--- src/hw/rtl/prs_pkg.sv ---
// shared constants, types and helpers of the pyramid rgb sampler
`timescale 1ns / 1ps
package prs_pkg;

   // parameter defaults
   localparam int unsigned DEF_MAX_COLS   = 256;
   localparam int unsigned DEF_MAX_ROWS   = 256;
   localparam int unsigned DEF_MAX_LEVELS = 4;
   localparam int unsigned DEF_FRAC_BITS  = 8;

   // fixed field widths
   localparam int unsigned DIM_W     = 9;
   localparam int unsigned SHIFT_W   = 3;
   localparam int unsigned LVLCNT_W  = 3;
   localparam int unsigned LEVEL_W   = 2;
   localparam int unsigned INDEX_W   = 16;
   localparam int unsigned PIX_W     = 16;
   localparam int unsigned RGB_W     = 3 * PIX_W;
   localparam int unsigned COORD_W   = 17;
   localparam int unsigned CSR_W     = 9;
   localparam int unsigned CSR_IDX_W = 2;

   // subsampling shift limits
   localparam logic [SHIFT_W-1:0] SHIFT_MIN = 3'd1;
   localparam logic [SHIFT_W-1:0] SHIFT_MAX = 3'd5;

   // register reset values
   localparam logic [DIM_W-1:0]    RST_BASE_COLS   = 9'd256;
   localparam logic [DIM_W-1:0]    RST_BASE_ROWS   = 9'd256;
   localparam logic [SHIFT_W-1:0]  RST_SUB_SHIFT   = 3'd1;
   localparam logic [LVLCNT_W-1:0] RST_LEVEL_COUNT = 3'd4;

   // item kinds
   localparam logic KIND_LOAD  = 1'b0;
   localparam logic KIND_QUERY = 1'b1;

   typedef enum logic [CSR_IDX_W-1:0] {
      CSR_BASE_COLS   = 2'd0,
      CSR_BASE_ROWS   = 2'd1,
      CSR_SUB_SHIFT   = 2'd2,
      CSR_LEVEL_COUNT = 2'd3
   } csr_index_type;

   // control that travels with an item down the pipeline
   typedef struct packed {
      logic valid;
      logic query;
      logic bad;
      logic write;
   } prs_ctl_type;

   // first store entry of a level; levels are packed at factor two
   function automatic int unsigned level_base(input int unsigned mc, input int unsigned mr,
                                              input int unsigned lvl);
      int unsigned acc;
      acc = 0;
      for (int unsigned i = 0; i < 8; i++) begin
         if (i < lvl) begin
            acc = acc + (mc >> i) * (mr >> i);
         end
      end
      return acc;
   endfunction

endpackage

--- src/hw/rtl/prs_addr.sv ---
// level geometry, range check and store address generation
`timescale 1ns / 1ps
module prs_addr
   import prs_pkg::*;
#(
   parameter int unsigned MAX_COLS   = DEF_MAX_COLS,
   parameter int unsigned MAX_ROWS   = DEF_MAX_ROWS,
   parameter int unsigned MAX_LEVELS = DEF_MAX_LEVELS,
   parameter int unsigned FRAC_BITS  = DEF_FRAC_BITS,
   parameter int unsigned AW         = 17
) (
   input  logic                    clock,
   input  logic                    reset,
   input  logic                    en,
   input  logic                    in_valid,
   input  logic                    in_kind,
   input  logic [LEVEL_W-1:0]      in_level,
   input  logic [INDEX_W-1:0]      in_index,
   input  logic [RGB_W-1:0]        in_rgb,
   input  logic [COORD_W-1:0]      in_x,
   input  logic [COORD_W-1:0]      in_y,
   input  logic [DIM_W-1:0]        cols_cap,
   input  logic [DIM_W-1:0]        rows_cap,
   input  logic [SHIFT_W-1:0]      shift_eff,
   input  logic [3:0]              levels_eff,
   output prs_ctl_type             ctl_out,
   output logic [AW-1:0]           wr_addr,
   output logic [RGB_W-1:0]        wr_data,
   output logic [AW-1:0]           rd_top,
   output logic [AW-1:0]           rd_bot,
   output logic [FRAC_BITS-1:0]    ax_out,
   output logic [FRAC_BITS-1:0]    ay_out
);

   localparam int unsigned XT_W = COORD_W - 1 - FRAC_BITS;

   // stage one: geometry and range check
   logic [4:0]           amt;
   logic [DIM_W-1:0]     cols_in, rows_in;
   logic                 used_in;
   logic [XT_W-1:0]      xt_in, yt_in;
   logic                 bad_in;
   logic [AW-1:0]        off_in;

   assign amt     = 5'(shift_eff) * 5'(in_level);
   assign cols_in = cols_cap >> amt;
   assign rows_in = rows_cap >> amt;
   assign used_in = 4'(in_level) < levels_eff;
   assign xt_in   = in_x[COORD_W-2:FRAC_BITS];
   assign yt_in   = in_y[COORD_W-2:FRAC_BITS];
   assign off_in  = AW'(level_base(MAX_COLS, MAX_ROWS, 32'(in_level)));
   assign bad_in  = !used_in || in_x[COORD_W-1] || in_y[COORD_W-1]
                    || (COORD_W'(xt_in) + COORD_W'(1) >= COORD_W'(cols_in))
                    || (COORD_W'(yt_in) + COORD_W'(1) >= COORD_W'(rows_in));

   prs_ctl_type          ctl1_ff;
   logic                 used1_ff;
   logic [DIM_W-1:0]     cols1_ff, rows1_ff;
   logic [AW-1:0]        off1_ff;
   logic [INDEX_W-1:0]   idx1_ff;
   logic [RGB_W-1:0]     rgb1_ff;
   logic [XT_W-1:0]      xt1_ff, yt1_ff;
   logic [FRAC_BITS-1:0] ax1_ff, ay1_ff;

   always_ff @(posedge clock) begin
      if (reset) begin
         ctl1_ff <= '0;
      end else if (en) begin
         ctl1_ff.valid <= in_valid;
         ctl1_ff.query <= in_kind == KIND_QUERY;
         ctl1_ff.bad   <= bad_in;
         ctl1_ff.write <= 1'b0;
      end
   end

   always_ff @(posedge clock) begin
      if (en) begin
         used1_ff <= used_in;
         cols1_ff <= cols_in;
         rows1_ff <= rows_in;
         off1_ff  <= off_in;
         idx1_ff  <= in_index;
         rgb1_ff  <= in_rgb;
         xt1_ff   <= xt_in;
         yt1_ff   <= yt_in;
         ax1_ff   <= in_x[FRAC_BITS-1:0];
         ay1_ff   <= in_y[FRAC_BITS-1:0];
      end
   end

   // stage two: row-major address of the top-left neighbor, load address
   logic [XT_W+DIM_W-1:0] row_prod;
   logic [2*DIM_W-1:0]    size;
   logic [AW-1:0]         top_in;
   logic                  write_in;
   prs_ctl_type           ctl2_in;

   assign row_prod = (XT_W+DIM_W)'(yt1_ff) * (XT_W+DIM_W)'(cols1_ff);
   assign size     = (2*DIM_W)'(cols1_ff) * (2*DIM_W)'(rows1_ff);
   assign top_in   = off1_ff + AW'(row_prod) + AW'(xt1_ff);
   assign write_in = ctl1_ff.valid && !ctl1_ff.query && used1_ff
                     && (32'(idx1_ff) < 32'(size));

   // control with the store write decision folded in
   always_comb begin
      ctl2_in       = ctl1_ff;
      ctl2_in.write = write_in;
   end

   prs_ctl_type          ctl2_ff;
   logic [AW-1:0]        wr_addr_ff, rd_top_ff, rd_bot_ff;
   logic [RGB_W-1:0]     wr_data_ff;
   logic [FRAC_BITS-1:0] ax2_ff, ay2_ff;

   always_ff @(posedge clock) begin
      if (reset) begin
         ctl2_ff <= '0;
      end else if (en) begin
         ctl2_ff <= ctl2_in;
      end
   end

   always_ff @(posedge clock) begin
      if (en) begin
         wr_addr_ff <= off1_ff + AW'(idx1_ff);
         wr_data_ff <= rgb1_ff;
         rd_top_ff  <= top_in;
         rd_bot_ff  <= top_in + AW'(cols1_ff);
         ax2_ff     <= ax1_ff;
         ay2_ff     <= ay1_ff;
      end
   end

   assign ctl_out = ctl2_ff;
   assign wr_addr = wr_addr_ff;
   assign wr_data = wr_data_ff;
   assign rd_top  = rd_top_ff;
   assign rd_bot  = rd_bot_ff;
   assign ax_out  = ax2_ff;
   assign ay_out  = ay2_ff;

endmodule

--- config.mk ---
export PLATFORM = sky130hd
export DESIGN_NAME = prs_addr
export DESIGN_NICKNAME = d
export VERILOG_FILES = /design/src/hw/rtl/prs_pkg.sv /design/src/hw/rtl/prs_addr.sv
export SDC_FILE = /design/constraint.sdc
export NUM_CORES = 1
export LEC_CHECK = 0
export BUFFER_PORTS_ARGS = -buffer_cell sky130_fd_sc_hd__buf_2
export CAP_MARGIN = 20
export CORE_AREA = 2 2 132 262
export DETAILED_ROUTE_END_ITERATION = 12
export DIE_AREA = 0 0 134 264
export PLACE_DENSITY = 0.65
export SKIP_LAST_GASP = 1
export SLEW_MARGIN = 30
export SYNTH_ARGS = -nofsm -noshare
export SYNTH_HDL_FRONTEND = slang
export SYNTH_SLANG_ARGS = --single-unit
--- constraint.sdc ---
create_clock -name clock -period 13.1 [get_ports clock]
set_input_delay 0.655 -clock clock [delete_from_list [all_inputs] [get_ports clock]]
set_output_delay 0.655 -clock clock [all_outputs]
set_load 0.02 [all_outputs]
# Word-level counts from Yosys, hierarchy flattened

Cells that the tools add are included.

Register bits: 254
Output and inout bits: 119
Bits of input ports: 130
Word-level logic and storage cells: 55

Order comparisons: 7
Multiplexer cells: 3
Shift-type cells: 2
$mul: 3
$add $sub $neg: 8
Reductions and logical operators: 9

Operator list:

| kind                   | number |
|---|---|
| $mux 17                | 3 |
| $add 8x1->9 const B    | 2 |
| $ge 9x9->1             | 2 |
| $lt 16x18->1           | 1 |
| $mul 9x9->18           | 1 |
| $shr 9x5->9            | 2 |
| $add 17x13->17 const B | 1 |
| $add 17x15->17 const B | 1 |
| $add 17x16->17         | 1 |
| $add 17x17->17         | 1 |
| $add 17x8->17          | 1 |
| $add 17x9->17          | 1 |
| $mul 8x9->17           | 1 |
| $mul 3x2->5            | 1 |
| $logic_or 1x1->1       | 4 |
| $lt 1x2->1 const A     | 2 |
| $lt 2x4->1             | 1 |
| $logic_and 1x1->1      | 3 |
| $logic_not 1->1        | 2 |
| $lt 2x2->1 const A     | 1 |

# Depth between registers and ports, before layout

Depth in word-level cells: 6
Gate-level depth with buffers: 26
Mapped depth without buffers: 25

# Worst setup path after synthesis

No wires, ideal clock.

Kind: flip-flop to flip-flop
Start point: register cols1_ff[1]
End point: register ctl2_ff, in the netlist ctl_out[0]
Data required time: 13009 ps
Cell stages (with the launch flop): 24
Setup time: 91 ps
Period minus slack after synthesis: 5770 ps
Buffers on the path: 1
Setup slack: 7330 ps
Arrival time: 5679 ps
Cells stage by stage: edfxtp_1 clkbuf_1 nand2_1 fa_1 fa_1 inv_1 fa_1 inv_1 fa_1 inv_1 ha_1 nor3_1 nor2_1 a31oi_1 nor2b_1 o21a_1 o21ai_0 a21oi_1 xnor2_1 ha_1 or3_1 a2111oi_0 nor4_1 a311oi_1

Longest elaborated chain between the ends: 3

RTL lines:

| item                   | RTL line        | RTL |
|---|---|---|
| from (decl)            | prs_addr.sv:58  | `logic [DIM_W-1:0] cols1_ff, rows1_ff;` |
| from (signal assigned) | prs_addr.sv:79  | `cols1_ff <= cols_in;` |
| $mul 9x9->18           | prs_addr.sv:99  | `assign size = (2*DIM_W)'(cols1_ff) * (2*DIM_W)'(rows1_ff);` |
| $lt 16x18->1           | prs_addr.sv:102 | `&& (32'(idx1_ff) < 32'(size));` |
| $logic_and 1x1->1      | prs_addr.sv:102 |  |
| to (signal assigned)   | prs_addr.sv:119 | `ctl2_ff <= ctl2_in;` |
| to (decl)              | prs_addr.sv:110 | `prs_ctl_type ctl2_ff;` |

No other way between the ends.
A chain may end at the register's enable or synchronous reset.

# Worst setup path in the final report

Start point: register cols1_ff[6]
End point: register ctl2_ff, in the netlist ctl_out[0]

The elaborated chain is that of the path after synthesis.

==> impl_metrics.env <==
export IMPL_netlist_area_sq_um=14800
export IMPL_clock_path_buffers=3
export IMPL_synth_seq_cells=240
export IMPL_grt_pass1_vias=9850
export IMPL_setup_viol=0
export IMPL_rsz0062_at_grt="false"
export IMPL_ys_flop_type="edfxtp_1"
export IMPL_cts_clk_slew_worst_paths_ns=0.07
export IMPL_routed_wl_mm=30.2
export IMPL_setup_worst_path_end_class="flip-flop"
export IMPL_worstSetupStartpointType="flip-flop"
export IMPL_switching_share_pct=42.8
export IMPL_fin_tns_setup_ns=0
export IMPL_die_w_um=134
export IMPL_slowest_stage="edfxtp_1"
export IMPL_cts_buffers=21
export IMPL_syn_avg_cell_area_sq_um=12.3
export IMPL_maxCapViolations=0
export IMPL_dieArea_sq_um=35400
export IMPL_yosys_warnings=0
export IMPL_run_status="finished clean"
export IMPL_rows=95
export IMPL_path_cells="nand2_1 -> fa_1 -> inv_1 -> fa_1 -> fa_1 -> inv_1 -> fa_1 -> inv_1 -> ha_1 -> nor3_1 -> nor2_1 -> a31oi_1 -> nor2b_1 -> o21a_1 -> o21ai_0 -> a21oi_1 -> xnor2_1 -> ha_1 -> or3_1 -> a2111oi_0 -> nor4_1 -> a311oi_1"
export IMPL_pwr_share_comb_pct=61.4
export IMPL_yosysSeqAreaShare_pct=48.4
export IMPL_power_leakage_uw=0.00785
export IMPL_min_period_ns=6.41
export IMPL_slew_viol_final=0
export IMPL_peakVddDrop_uv=177
export IMPL_detailedRoute_firstIterationViolations=320
export IMPL_fmax_mhz=156
export IMPL_clock_root_buffer="clkbuf_16"
export IMPL_die_h_um=264
export IMPL_pwr_share_clk_pct=13.6
export IMPL_layout_commonest_cell="buf_2"
export IMPL_critPathMaxStageDelay_ns=0.81
export IMPL_async_flop_share_pct=0
export IMPL_min_period_over_period_pct=48.9
export IMPL_switching_power_uw=1930
export IMPL_grt_max_degree=98
export IMPL_pin_count=249
export IMPL_max_slew_margin_pct=40.6
export IMPL_path_buf_inv=3
export IMPL_skew_ns=0.00744
export IMPL_via_per_inst=4.97
export IMPL_antenna_found_initial=3
export IMPL_layout_common_cells="buf_2, edfxtp_1, inv_1"
export IMPL_cp_max_fo=18
export IMPL_crit_arrival_ns=6.83
export IMPL_power_density_nw_per_um2=263
export IMPL_worstMarginPinSlew_ns=0.891
export IMPL_wire_per_inst_um=15.9
export IMPL_clock_latency_ns=0.51
export IMPL_postCtsSetupBuffers=0
export IMPL_path_class="reg -> reg"
export IMPL_layout_nets=1808
export IMPL_crit_top_cell="fa_1"
export IMPL_grt_usage_pct=17.5
export IMPL_drive_above_1_share_pct=20.6
export IMPL_hold_class="in -> reg"
export IMPL_cts_hold_buf=0
export IMPL_coreArea_sq_um=33400
export IMPL_cts_tree="yes"
export IMPL_share_seq_of_total_power_pct=25.1
export IMPL_placed_area_sq_um=16500
export IMPL_cts_resized=0
export IMPL_synth_edf_count=233
export IMPL_drcViolationCount=0
export IMPL_crit_family="adder cells"
export IMPL_final_area_sq_um=17100
export IMPL_postSynthCellCount=1204
export IMPL_initial_core_util_pct=44.2
export IMPL_cp_required_ns=13.52
export IMPL_grt_overflow_total=0
export IMPL_drt_first_pass_iters=4
export IMPL_dp_hpwl_mm=24.1
export IMPL_vias=9434
export IMPL_internal_power_uw=2580
export IMPL_port_buffers=248
export IMPL_grt_pass1_wl_mm=48.8
export IMPL_syn2layout_area_growth_pct=16.1
export IMPL_rrSetupSlack_ns=6.69
export IMPL_synth_fp_nets=1564
export IMPL_hold_viol=0
export IMPL_place_gp_congestion=0.932
export IMPL_netlist_cell_type_count=51
export IMPL_antenna_left=0
export IMPL_cts_htree_levels=1
export IMPL_cts_sinks=240
## per-stage QoR
stage	setup slack [ns]	utilization (%)	hold slack, ns	instances	total power [uW]
after detailed placement	6.67	49.3	0.405	1861	3940
after global placement	7.03	49.3	0.400	1861	3860
after CTS	6.64	51.3	0.291	1894	4570
after global routing	6.17	51.3	0.293	1897	4970
after floorplan	7.33	-	0.400	1204	3290
final	6.69	51.3	0.314	1897	4510
## cell families (layout without fill, tap and decap cells)
| logic type | after synthesis | after routing | share of synthesized area [%] |
|---|---|---|---|
| xor+xnor | 53 | 53 | 3.20 |
| compound gates | 119 | 119 | 5.47 |
| fa+ha+maj | 230 | 230 | 24.7 |
| buf+inv | 232 | 486 | 5.90 |
| other cells | 0 | 3 | 0 |
| flops | 240 | 240 | 48.4 |
| simple gates | 306 | 306 | 10.4 |
| mux | 24 | 24 | 1.98 |
## cell type report
type,instances,area [sq um]
Sequential cell,240,7140
Timing Repair Buffer,250,1270
Tap cell,436,546
Multi-Input combinational cell,732,6750
Antenna cell,3,7.51
Inverter,203,762
Fill cell,3047,16300
Clock inverter,10,129
Clock buffer,23,533
## synthesized netlist by cell type (3+ instances only)
cell type  instances  share of area [%]
a31oi_1            3               0.13
mux2i_1           19                1.3
nand2b_1           9               0.38
clkbuf_1          29               0.74
edfxtp_1         233                 47
a211oi_1          12               0.61
or2_2              8               0.34
o211ai_1           4               0.20
nor3_1             7               0.24
nor4_1             6               0.25
nand2_1          112                2.8
nor2_1            37               0.94
a21o_1            21                1.1
nor2b_1            7               0.30
and2_1            77                3.3
o21ai_0           17               0.58
xor2_1            20                1.2
mux4_2             4               0.61
xnor2_1           32                1.9
o21a_1             8               0.41
fa_1             103                 14
or3_1              5               0.21
a21oi_1           36                1.2
dfxtp_1            7               0.95
inv_1            203                5.2
nand3_1           23               0.78
and3_1             8               0.34
ha_1             127                 11
## power groups by stage
stage / Combinational (uW) / Sequential [uW] / Clock (uW)
after floorplan: 2070 / 1210 / 0
after global placement: 2720 / 1150 / 0
after detailed placement: 2790 / 1150 / 0
after CTS: 2810 / 1130 / 630
after global routing: 3160 / 1140 / 664
final: 2770 / 1130 / 611
## sequential cells by signal, indices dropped and copies added (netlist names), 4 cells and up
signal and count:
rgb1_ff 48, wr_data 48, rd_bot 17, rd_top 17, wr_addr 17, idx1_ff 16
cols1_ff 9, rows1_ff 9, ax1_ff 8, ax_out 8, ay1_ff 8, ay_out 8
xt1_ff 8, yt1_ff 8, ctl_out 4
## routing by layer
metal	GRT usage, %	vias up	routed length, um
met1	18.3	4606	10600
met3	2.09	62	1280
met5	0	-	0
met4	8.22	0	1340
met2	33.8	233	17000
li1	-	4533	-
## final timing paths
check                                               end                  start  depth (start not counted)
worst max register to register  ctl_out[0]$_SDFFE_PP0P_  cols1_ff[6]$_DFFE_PP_                         22
worst max-delay path            ctl_out[0]$_SDFFE_PP0P_  cols1_ff[6]$_DFFE_PP_                         22
worst min-delay path               idx1_ff[4]$_DFFE_PP_            in_index[4]                          1
worst min register to register     wr_data[7]$_DFFE_PP_   rgb1_ff[7]$_DFFE_PP_                          0
Note: power is estimated with default switching activity, not from simulation.
